`src/rdsc_pkg.sv`:
```
// Shared types, constants and helpers for the radix digit string converter.
// No dependencies; used by rdsc_div, radix_digit_string_converter_top and the bench.
package rdsc_pkg;

  // radix limits and digit alphabet bases
  localparam logic [5:0] RADIX_MIN    = 6'd2;
  localparam logic [5:0] RADIX_MAX    = 6'd62;
  localparam logic [5:0] RADIX_RESET  = 6'd10;
  localparam logic [6:0] CHAR_ZERO    = 7'h30;
  localparam logic [6:0] CHAR_UPPER_A = 7'h41;
  localparam logic [6:0] CHAR_LOWER_A = 7'h61;
  localparam logic [6:0] CHAR_NONE    = 7'h00;

  // digit count limit for a non-negative 63-bit value
  localparam logic [6:0] MAX_DIGITS = 7'd63;

  // divider geometry: quotient bits resolved per cycle
  localparam int unsigned DIV_BITS      = 4;
  localparam int unsigned DIV_WIDTH     = 64;
  localparam int unsigned DIV_CYCLES    = DIV_WIDTH / DIV_BITS;
  localparam int unsigned DIV_CNT_W     = $clog2(DIV_CYCLES);

  // sequencer states
  typedef enum logic [2:0] {
    ST_IDLE,
    ST_SINGLE,
    ST_DIV_START,
    ST_DIV_WAIT,
    ST_READ,
    ST_EMIT
  } state_e;

  // request into the shared divider
  typedef struct packed {
    logic        start;
    logic [62:0] dividend;
    logic [5:0]  divisor;
  } div_req_t;

  // result back from the shared divider
  typedef struct packed {
    logic        done;
    logic [62:0] quotient;
    logic [5:0]  remainder;
  } div_rsp_t;

  // digit value 0..61 to its ascii code
  function automatic logic [6:0] to_ascii(logic [5:0] d);
    logic [6:0] dx;
    dx = {1'b0, d};
    if (d < 6'd10) begin
      return CHAR_ZERO + dx;
    end else if (d < 6'd36) begin
      return CHAR_UPPER_A + (dx - 7'd10);
    end else begin
      return CHAR_LOWER_A + (dx - 7'd36);
    end
  endfunction

endpackage

```
`src/rdsc_div.sv`:
```
// Iterative restoring divider: 63-bit dividend by 6-bit radix, a few bits per cycle.
// Depends on rdsc_pkg for geometry and the request/response structs.
module rdsc_div (
  input  logic               clk_i,
  input  logic               rst_ni,
  input  rdsc_pkg::div_req_t req_i,
  output rdsc_pkg::div_rsp_t rsp_o
);

  localparam int unsigned W = rdsc_pkg::DIV_WIDTH;
  localparam int unsigned B = rdsc_pkg::DIV_BITS;

  logic [W-1:0]                   sh_q, sh_d;
  logic [5:0]                     rem_q, rem_d;
  logic [5:0]                     dvs_q;
  logic [rdsc_pkg::DIV_CNT_W-1:0] cnt_q;
  logic                           busy_q, done_q;

  // a few dependent compare-subtract steps on the narrow remainder
  always_comb begin
    logic [6:0]   r;
    logic [B-1:0] qb;
    r  = {1'b0, rem_q};
    qb = '0;
    for (int j = 0; j < B; j++) begin
      r = {r[5:0], sh_q[W-1-j]};
      if (r >= {1'b0, dvs_q}) begin
        r         = r - {1'b0, dvs_q};
        qb[B-1-j] = 1'b1;
      end
    end
    rem_d = r[5:0];
    sh_d  = {sh_q[W-B-1:0], qb};
  end

  // control: busy flag, step counter, done pulse
  always_ff @(posedge clk_i or negedge rst_ni) begin
    if (!rst_ni) begin
      busy_q <= 1'b0;
      done_q <= 1'b0;
      cnt_q  <= '0;
    end else begin
      done_q <= 1'b0;
      if (req_i.start) begin
        busy_q <= 1'b1;
        cnt_q  <= '0;
      end else if (busy_q) begin
        cnt_q <= cnt_q + 1'b1;
        if (cnt_q == rdsc_pkg::DIV_CNT_W'(rdsc_pkg::DIV_CYCLES - 1)) begin
          busy_q <= 1'b0;
          done_q <= 1'b1;
        end
      end
    end
  end

  // datapath: shift register turns into the quotient
  always_ff @(posedge clk_i) begin
    if (req_i.start) begin
      sh_q  <= {1'b0, req_i.dividend};
      rem_q <= '0;
      dvs_q <= req_i.divisor;
    end else if (busy_q) begin
      sh_q  <= sh_d;
      rem_q <= rem_d;
    end
  end

  assign rsp_o.done      = done_q;
  assign rsp_o.quotient  = sh_q[62:0];
  assign rsp_o.remainder = rem_q;

endmodule

```
`src/rdsc_digit_store.sv`:
```
// Remainder store: one write port and one registered read port.
// No package dependencies.
module rdsc_digit_store #(
  parameter int unsigned DEPTH = 64
) (
  input  logic                     clk_i,
  input  logic                     we_i,
  input  logic [$clog2(DEPTH)-1:0] waddr_i,
  input  logic [5:0]               wdata_i,
  input  logic                     re_i,
  input  logic [$clog2(DEPTH)-1:0] raddr_i,
  output logic [5:0]               rdata_o
);

  logic [5:0] mem [DEPTH];
  logic [5:0] rdata_q;

  // write port
  always_ff @(posedge clk_i) begin
    if (we_i) begin
      mem[waddr_i] <= wdata_i;
    end
  end

  // registered read port
  always_ff @(posedge clk_i) begin
    if (re_i) begin
      rdata_q <= mem[raddr_i];
    end
  end

  assign rdata_o = rdata_q;

endmodule

```
`src/radix_digit_string_converter_top.sv`:
```
// Top level of the radix digit string converter: sequencer, output register, assertions.
// Depends on rdsc_pkg, rdsc_div and rdsc_digit_store.

// Converts one non-negative 64-bit value per transaction into its digit string
// in the configured radix (2..62, alphabet 0-9 A-Z a-z), one ascii character
// per output transaction, most significant first, last_digit_o on the final one.
// Zero gives the single character '0' whatever the radix; a negative value or
// a radix outside 2..62 gives one transaction with error_o set. Each digit costs
// one pass of the shared divider, and each character is then read back from the
// remainder store. The input side stalls until the previous number is fully
// handed to the output register. The radix is written through cfg_we_i while
// idle; the user must keep to this, as the block itself does not enforce it.
module radix_digit_string_converter_top #(
  parameter int unsigned DIGIT_SLOTS = 64
) (
  input  logic        clk_i,
  input  logic        rst_ni,
  input  logic        cfg_we_i,
  input  logic [5:0]  cfg_wdata_i,
  input  logic        in_valid_i,
  output logic        in_stall_o,
  input  logic [63:0] value_i,
  output logic        out_valid_o,
  input  logic        out_stall_i,
  output logic [6:0]  digit_char_o,
  output logic        last_digit_o,
  output logic        error_o
);

  localparam int unsigned IDX_W = $clog2(DIGIT_SLOTS);

  rdsc_pkg::state_e   state_q, state_d;
  logic [5:0]         radix_q;
  logic [6:0]         cnt_q, cnt_d;
  logic [6:0]         idx_q, idx_d;
  logic [62:0]        quot_q, quot_d;
  logic               out_valid_q, out_valid_d;
  logic [6:0]         out_char_q, out_char_d;
  logic               out_last_q, out_last_d;
  logic               out_err_q, out_err_d;
  logic               single_err_q, single_err_d;
  logic               in_take, out_free, radix_ok;
  rdsc_pkg::div_req_t div_req;
  rdsc_pkg::div_rsp_t div_rsp;
  logic               st_we, st_re;
  logic [5:0]         st_rdata;

  assign in_take  = in_valid_i && (state_q == rdsc_pkg::ST_IDLE);
  assign out_free = !out_valid_q || !out_stall_i;
  assign radix_ok = (radix_q >= rdsc_pkg::RADIX_MIN) && (radix_q <= rdsc_pkg::RADIX_MAX);

  // radix register
  always_ff @(posedge clk_i or negedge rst_ni) begin
    if (!rst_ni) begin
      radix_q <= rdsc_pkg::RADIX_RESET;
    end else if (cfg_we_i) begin
      radix_q <= cfg_wdata_i;
    end
  end

  // shared divider and remainder store
  rdsc_div u_div (
    .clk_i  (clk_i),
    .rst_ni (rst_ni),
    .req_i  (div_req),
    .rsp_o  (div_rsp)
  );

  rdsc_digit_store #(
    .DEPTH (DIGIT_SLOTS)
  ) u_store (
    .clk_i   (clk_i),
    .we_i    (st_we),
    .waddr_i (cnt_q[IDX_W-1:0]),
    .wdata_i (div_rsp.remainder),
    .re_i    (st_re),
    .raddr_i (idx_q[IDX_W-1:0]),
    .rdata_o (st_rdata)
  );

  // sequencer next state and output register loading
  always_comb begin
    state_d      = state_q;
    cnt_d        = cnt_q;
    idx_d        = idx_q;
    quot_d       = quot_q;
    single_err_d = single_err_q;
    out_valid_d  = out_valid_q && out_stall_i;
    out_char_d   = out_char_q;
    out_last_d   = out_last_q;
    out_err_d    = out_err_q;
    div_req.start    = 1'b0;
    div_req.dividend = quot_q;
    div_req.divisor  = radix_q;
    st_we = 1'b0;
    st_re = 1'b0;
    case (state_q)
      rdsc_pkg::ST_IDLE: begin
        if (in_take) begin
          quot_d = value_i[62:0];
          if (value_i == 64'd0) begin
            cnt_d        = 7'd1;
            single_err_d = 1'b0;
            state_d      = rdsc_pkg::ST_SINGLE;
          end else if (!radix_ok || value_i[63]) begin
            cnt_d        = 7'd0;
            single_err_d = 1'b1;
            state_d      = rdsc_pkg::ST_SINGLE;
          end else begin
            cnt_d   = 7'd0;
            state_d = rdsc_pkg::ST_DIV_START;
          end
        end
      end
      rdsc_pkg::ST_SINGLE: begin
        if (out_free) begin
          out_valid_d = 1'b1;
          out_char_d  = single_err_q ? rdsc_pkg::CHAR_NONE : rdsc_pkg::CHAR_ZERO;
          out_last_d  = 1'b1;
          out_err_d   = single_err_q;
          state_d     = rdsc_pkg::ST_IDLE;
        end
      end
      rdsc_pkg::ST_DIV_START: begin
        div_req.start = 1'b1;
        state_d       = rdsc_pkg::ST_DIV_WAIT;
      end
      rdsc_pkg::ST_DIV_WAIT: begin
        if (div_rsp.done) begin
          st_we  = 1'b1;
          cnt_d  = cnt_q + 7'd1;
          quot_d = div_rsp.quotient;
          if (div_rsp.quotient == 63'd0 || cnt_d == rdsc_pkg::MAX_DIGITS) begin
            idx_d   = cnt_q;
            state_d = rdsc_pkg::ST_READ;
          end else begin
            state_d = rdsc_pkg::ST_DIV_START;
          end
        end
      end
      rdsc_pkg::ST_READ: begin
        st_re   = 1'b1;
        state_d = rdsc_pkg::ST_EMIT;
      end
      rdsc_pkg::ST_EMIT: begin
        if (out_free) begin
          out_valid_d = 1'b1;
          out_char_d  = rdsc_pkg::to_ascii(st_rdata);
          out_last_d  = (idx_q == 7'd0);
          out_err_d   = 1'b0;
          if (idx_q == 7'd0) begin
            state_d = rdsc_pkg::ST_IDLE;
          end else begin
            idx_d   = idx_q - 7'd1;
            state_d = rdsc_pkg::ST_READ;
          end
        end
      end
      default: begin
        state_d = rdsc_pkg::ST_IDLE;
      end
    endcase
  end

  // control registers
  always_ff @(posedge clk_i or negedge rst_ni) begin
    if (!rst_ni) begin
      state_q     <= rdsc_pkg::ST_IDLE;
      cnt_q       <= '0;
      quot_q      <= '0;
      out_valid_q <= 1'b0;
    end else begin
      state_q     <= state_d;
      cnt_q       <= cnt_d;
      quot_q      <= quot_d;
      out_valid_q <= out_valid_d;
    end
  end

  // payload registers
  always_ff @(posedge clk_i) begin
    idx_q        <= idx_d;
    single_err_q <= single_err_d;
    out_char_q   <= out_char_d;
    out_last_q   <= out_last_d;
    out_err_q    <= out_err_d;
  end

  assign in_stall_o   = (state_q != rdsc_pkg::ST_IDLE);
  assign out_valid_o  = out_valid_q;
  assign digit_char_o = out_char_q;
  assign last_digit_o = out_last_q;
  assign error_o      = out_err_q;

  // an accepted transaction makes the input side busy next cycle
  assert property (@(posedge clk_i) disable iff (!rst_ni)
    in_valid_i && !in_stall_o |=> in_stall_o)
    else $error("input not stalled after accepting a transaction");

  // an error transaction is always a single last character of code zero
  assert property (@(posedge clk_i) disable iff (!rst_ni)
    out_valid_o && error_o |-> last_digit_o && (digit_char_o == rdsc_pkg::CHAR_NONE))
    else $error("error transaction is not a lone null character");

  // the divider only finishes while the sequencer waits for it
  assert property (@(posedge clk_i) disable iff (!rst_ni)
    div_rsp.done |-> (state_q == rdsc_pkg::ST_DIV_WAIT))
    else $error("divider finished outside of the wait state");

  // the digit count never passes the limit for a 63-bit value
  assert property (@(posedge clk_i) disable iff (!rst_ni)
    cnt_q <= rdsc_pkg::MAX_DIGITS)
    else $error("digit count beyond limit");

endmodule

```
`config.mk`:
```
export PLATFORM = sky130hd
export DESIGN_NAME = radix_digit_string_converter_top
export DESIGN_NICKNAME = d
export VERILOG_FILES = /design/src/rdsc_pkg.sv /design/src/rdsc_div.sv /design/src/rdsc_digit_store.sv /design/src/radix_digit_string_converter_top.sv
export SDC_FILE = /design/constraint.sdc
export NUM_CORES = 1
export LEC_CHECK = 0
export BUFFER_PORTS_ARGS = -buffer_cell sky130_fd_sc_hd__buf_2
export CORE_AREA = 2 2 270 272
export DETAILED_ROUTE_END_ITERATION = 10
export DIE_AREA = 0 0 272 274
export GPL_TIMING_DRIVEN = 0
export PLACE_DENSITY = 0.55
export SLEW_MARGIN = 10
export SYNTH_ARGS = -nofsm -noshare
export SYNTH_HDL_FRONTEND = slang
export SYNTH_SLANG_ARGS = --single-unit
```
`constraint.sdc`:
```
create_clock -name clk_i -period 8.7 [get_ports clk_i]
set_input_delay 2.175 -clock clk_i [delete_from_list [all_inputs] [get_ports clk_i]]
set_output_delay 2.175 -clock clk_i [all_outputs]
set_load 0.005 [all_outputs]
```
# After elaboration in Yosys (flattened, before gate mapping)
# Memories as Yosys holds them, arrays and structs flattened. A register that Yosys moved wholly into a read port is not among the register bits.
# Cells that the tools add are included.
# W data, S select, Z words.
# totals
word_cells,136
mem_bits_rw,384
out_inout_bits,11
reg_bits,179
memories,1
# op_classes
magnitude_cmp,8
n_eq_ne,13
n_addsub,12
muxes,60
n_reduce_logical,25
# memory_table
name,depth,word_bits,rd,rd_ports_with_merged_regs,write_ports,line,text
u_store.mem,64,6,1,1,1,rdsc_digit_store.sv:15,logic [5:0] mem [DEPTH];
# op_table
cell,count
$mux W63,4
$pmux W63 S2,1
$mux W7,10
$logic_not A64 Y1,1
$logic_not A63 Y1,1
$pmux W7 S2,3
$mux W6,5
$ge A7 B6 Y1,4
$mux W1,24
$sub A6 B6 Y6,4
$mux W3,6
$pmux W3 S6,1
$add A7 B7 Y7 const A,2
$ne A2 B2 Y1 const B,5
$reduce_bool A2 Y1,5
$reduce_and A3 Y1,3
$mux W4,2
$add A6 B6 Y7 const A,1
$add A7 B1 Y7 const B,1
$eq A7 B6 Y1 const B,1
$logic_not A7 Y1,1
$sub A6 B4 Y7 const B,1
$sub A6 B6 Y7 const B,1
$sub A7 B1 Y7 const B,1
other kinds (20),30

# Depth between registers and ports, before layout
# logic_depth
depth_word,10
ltp_mapped,32
ltp_nobuf,31

# By module
# From an unflattened synthesis, not the netlist that was laid out.
# unflattened
hier_cells,1672
area_unflattened_um2,25657.1
# by_module_without_submodules
mod,area_each_um2,cells_each,n_inst
rdsc_digit_store,15285.9,720,1
radix_digit_string_converter_top,5198.7,521,1
rdsc_div,5172.5,431,1

# Worst setup path before layout
# OpenSTA, ideal clock, no wires.
# synth_path
path_kind,flip-flop to flip-flop
from,reg u_div.rem_q[3]
to,"reg u_div.sh_q[0], data pin"
stages_incl_launch_ff,30
n_path_buf,2
slack_ns,0.726
setup_time_ns,0.260
required_ns,8.440
arrival_ns,7.714
period_less_slack_ns,7.974
cell_sequence,dfxtp_1 -> ha_1 -> a21o_1 -> a211o_1 -> a21o_1 -> buf_6 -> mux2_2 -> ha_1 -> o21a_1 -> o31a_1 -> o31ai_1 -> o2111ai_1 -> mux2_2 -> ha_1 -> a21oi_1 -> nor2b_1 -> o41ai_1 -> nand2b_1 -> a221oi_4 -> mux2i_1 -> ha_1 -> nor2b_1 -> o21ai_0 -> a21boi_0 -> o21ai_0 -> a21oi_1 -> a211oi_1 -> buf_2 -> nor2_1 -> mux2_2
# synth_via
elab_chain_cells,10
elab_cells_between_ends,13
cone_classes,add/sub (3); order compare (4); mux (6)
# synth_lines
item,line,text
start: declaration,rdsc_div.sv:14,"logic [5:0] rem_q, rem_d;"
start signal: assignment,rdsc_div.sv:65,rem_q <= rem_d;
$sub A6 B6 Y6 or $ge A7 B6 Y1 (tied branches),"rdsc_div.sv:28, rdsc_div.sv:27",
$mux W6 (*),rdsc_div.sv:27,"if (r >= {1'b0, dvs_q}) begin"
$sub A6 B6 Y6 or $ge A7 B6 Y1 (tied branches),"rdsc_div.sv:28, rdsc_div.sv:27",
$mux W6 (*),rdsc_div.sv:27,
$ge A7 B6 Y1 or $sub A6 B6 Y6 (tied branches),"rdsc_div.sv:27, rdsc_div.sv:28",
$mux W6 (*),rdsc_div.sv:27,
$ge A7 B6 Y1 (*),rdsc_div.sv:27,
$mux W1 (*),rdsc_div.sv:27,
$mux W63 (*),rdsc_div.sv:63,end else if (busy_q) begin
$mux W63 (*),rdsc_div.sv:59,if (req_i.start) begin
end signal: assignment,rdsc_div.sv:60,"sh_q <= {1'b0, req_i.dividend};"
end: declaration,rdsc_div.sv:13,"logic [W-1:0] sh_q, sh_d;"
# Mark *: on every way between the ends. The rest lies on a longest branch, timed or not. The select of a mux whose other input is x is not followed.
# A chain may end at the register's enable or synchronous reset.

# Final worst setup path
# layout_path
from,reg u_div.rem_q[2]
to,"reg u_div.sh_q[0], data pin"
# layout_via
elab_chain_cells,10
elab_cells_between_ends,13
cone_classes,add/sub (3); order compare (4); mux (6)
# layout_lines
item,line
$sub A6 B6 Y6 or $ge A7 B6 Y1 (tied branches),"rdsc_div.sv:28, rdsc_div.sv:27"
$mux W6 (*),rdsc_div.sv:27
$sub A6 B6 Y6 or $ge A7 B6 Y1 (tied branches),"rdsc_div.sv:28, rdsc_div.sv:27"
$mux W6 (*),rdsc_div.sv:27
$sub A6 B6 Y6 or $ge A7 B6 Y1 (tied branches),"rdsc_div.sv:28, rdsc_div.sv:27"
$mux W6 (*),rdsc_div.sv:27
$ge A7 B6 Y1 (*),rdsc_div.sv:27
$mux W1 (*),rdsc_div.sv:27
$mux W63 (*),rdsc_div.sv:63
$mux W63 (*),rdsc_div.sv:59
# Marks and branches as above.

==> impl_metrics.csv <==
group,metric,value,unit
drt,detail_route.vias_per_cell,5.25,
drt,wl,64000,um
global_routing,grt_usage,0.171,
yosys,synth_most_common_cell,"edfxtp_1",
drt,first_iter_violations,1352,
placed_design,routabilityCongestion,0.826,
placed_design,placed_area,26700,um^2
setup_path,cp_top_family,"compound AO/OA/AOI/OAI gates",
yosys,ys_top_cells_by_count,"edfxtp_1 (476), nand2_1 (288), mux4_2 (118)",
yosys,synthTopCellsByArea,"edfxtp_1 (58%), mux4_2 (11%), dfrtp_1 (8.5%)",
power_and_ir_drop,p_int,4420,uW
floorplan,die_h,274,um
clock_network,insertion_delay,0.63,ns
setup_path,cpMaxStageDelayCell,"dfxtp_2",
setup_path,cp_common_cell,"ha_1",
drt,dr.pass1.iters,5,
floorplan,core_area,72000,um^2
setup_path,setup.worst_path.class,"flip-flop to flip-flop",
clock_network,cts_buffer_depth,3,
global_routing,grt_first_pass_wirelength,96200,um
layout,final-seq-area,16600,um^2
sta,worst_slew_pin_slew,1.19,ns
setup_path,critPathMaxFanout,34,
global_routing,first_global_vias,15000,
sta,slew_viol_final,0,
sta,finalCritPeriodShare,0.926,
clock_network,clock-sinks,569,
sta,fmax,124,MHz
yosys,syn_nets,1793,
yosys,syn_area,24900,um^2
layout,design_area,28700,um^2
setup_path,cp_num_buf_inv,2,
yosys,ys.flop_type,"edfxtp_1",
hold_path,worstHoldPathCells,2,
layout,n_fill_cell,6697,
yosys,yosysTopAreaCell,"edfxtp_1",
clock_network,clk_pin_slew,0.06,ns
floorplan,floorplan.die_area,74500,um^2
drt,avgRoutedWirePerCell,22.5,um
global_routing,antenna_found_initial,1,
power_and_ir_drop,p_comb_frac,0.008,
power_and_ir_drop,power_frac_seq,0.531,
job,drv_cap,0,
yosys,ys_seq_area_frac,0.667,
layout,multiInputGateArea,7830,um^2
clock_network,htreeDepth,2,
power_and_ir_drop,power.density,192,nW/um^2
sta,hold_viol,0,
floorplan,initial_utilization,0.345,
yosys,syn_avg_cell_area,14.8,um^2
yosys,yosysTopAreaCellShare,0.575,
setup_path,r2r_cells,28,
clock_network,cts_root_buffer,"clkbuf_16",
power_and_ir_drop,power_leakage,0.0106,uW
layout,drive_gt1_frac,0.187,
layout,nets,1949,
power_and_ir_drop,p_sw_frac,0.198,
clock_network,cts_hold_buf,0,
sta,rsz0062_at_grt,"false",
sta,max_slew_margin,0.206,
yosys,netlist_instances,1679,
placed_design,pre_cts_ws,-0.0459,ns
setup_path,cp.depth,28,
global_routing,overflow,0,
floorplan,die_x,272,um
clock_network,cts_buffers,58,
setup_path,worstPathRequired,9.08,ns
power_and_ir_drop,power.net_switching,1090,uW
placed_design,portBuffers,84,
sta,layout_min_cycle_time,8.05,ns
drt,vias,14900,
yosys,synth_seq_cells,569,
sta,layout_setup_ws,0.645,ns
sta,setup_viol,0,
yosys,yosysWarnings,0,
clock_network,tritoncts,"done",
global_routing,grt_max_degree,53,
sta,skew,0.0600,ns
power_and_ir_drop,ir_worst_vdd,147,uV
run_status,outcome,"completed",
setup_path,max_stage_delay,0.81,ns
setup_path,endpoint_kind,"flip-flop",
power_and_ir_drop,power_frac_clock,0.461,
setup_path,start_kind,"flip-flop",
placed_design,dp_hpwl,44000,um
yosys,async_flop_share,0.151,
drt,ant_nets,0,
layout,flow.area_growth_from_synthesis,15.5,%
drt,drc,0,
floorplan,num_rows,99,
hold_path,hp-class,"flip-flop to flip-flop",
floorplan,pin_count,86,
yosys,synth_edf_count,476,
yosys,synth_cell_types,69,
setup_path,crit_arrival,8.43,ns
layout,num_antenna_cells,0,
## power by group through the flow
stage	Clock [uW]	Combinational, uW	Sequential [uW]
final	2540	45.5	2920
after global routing	2680	49.1	2920
after CTS	2580	46.4	2920
after detailed placement	0	46.2	2980
after global placement	0	43.8	2980
after floorplan	0	6.44	2980
## worst min-delay path: cells and delay by family, from the launching register on
kind	cells	cell delay (ns)
and+or+nand+nor	1	0.04
DFF	1	0.34
AOI/OAI and AO/OA	1	0.06
## per-layer routing
layer | global-route usage | share of wire
met5 | 0 | 0
met1 | 0.239 | 0.44
met3 | 0.0272 | 0.056
met2 | 0.279 | 0.48
met4 | 0.0419 | 0.023
## flip-flops by register name, indices dropped and copies added, names as in the netlist
register / count
u_div.busy_q: 1
cnt_q: 7
u_store.mem: 384
u_div.rem_q: 6
radix_q: 6
u_div.done_q: 1
u_div.sh_q: 64
u_div.cnt_q: 4
quot_q: 63
idx_q: 7
u_div.dvs_q: 6
digit_char_o: 7
out_valid_o: 1
u_store.rdata_o: 6
single_err_q: 1
last_digit_o: 1
error_o: 1
state_q: 3
## through the flow
step	power, uW	utilization	cells	hold WS, ns	TNS, ns
after CTS	5550	0.398	2840	0.484	0
after detailed placement	3030	0.371	2730	0.470	-0.0459
after global placement	3020	0.368	2722	0.462	-6.77
final	5510	0.399	2844	0.481	0
after global routing	5650	0.399	2844	0.506	0
after floorplan	2980	-	1679	0.443	0
## area by class of cell
cell class              instances  area share
flip-flops and latches        569       0.579
multi-input cells             992       0.273
clock buffers                  76      0.0543
well taps                     959      0.0418
repair buffers                 96      0.0222
clock inverters                34      0.0136
plain buffers                  84      0.0119
inverters                      34     0.00458
## kinds of logic (layout without fill, tap and decap cells)
kind of cell               Yosys count  count (layout)  share of synthesized area
adders and majority gates           39              39                     0.0208
muxes                              211             211                      0.145
AOI/OAI and AO/OA                  192             192                     0.0469
xor gates and xnor gates            27              27                    0.00951
and+or+nand+nor                    523             523                     0.0912
buffers and inverters              118             324                     0.0188
DFF                                569             569                      0.667
## layout by cell type (no fill, tap or decap), types with 7 or more instances in the layout
master / instances
a21oi_1: 37
buf_1: 12
buf_2: 90
bufinv_16: 7
clkbuf_1: 76
clkbuf_16: 58
clkinv_1: 11
clkinv_2: 13
dfrtp_1: 84
edfxtp_1: 476
ha_1: 35
inv_1: 31
mux2_2: 15
mux2i_1: 75
mux4_2: 118
nand2_1: 287
nand2b_1: 7
nand3_1: 13
nand4_1: 10
nor2_1: 114
nor2b_1: 9
nor3_1: 10
nor4_1: 34
o21a_1: 7
o21ai_0: 90
or3_1: 9
xnor2_1: 14
xor2_1: 13
## worst paths after layout
path	start	end	slack, ns
worst max-delay path	u_div.rem_q[2]	u_div.sh_q[0]	0.65
worst min-delay path	quot_q[10]	quot_q[10]	0.48
worst max register to register	u_div.rem_q[2]	u_div.sh_q[0]	0.65
worst min register to register	quot_q[10]	quot_q[10]	0.48
max in group asynchronous	rst_ni	cnt_q[3]	6.43
min in group asynchronous	rst_ni	quot_q[32]	1.54
## what timing repair did
item | 4_1_cts | 5_1_grt
gates resized for setup | 2 | 9
buffers inserted | 0 | 4
pin swaps | 0 | 1
endpoints found under the setup margin | 1 | 7
Power figures use the tool's default switching activity.
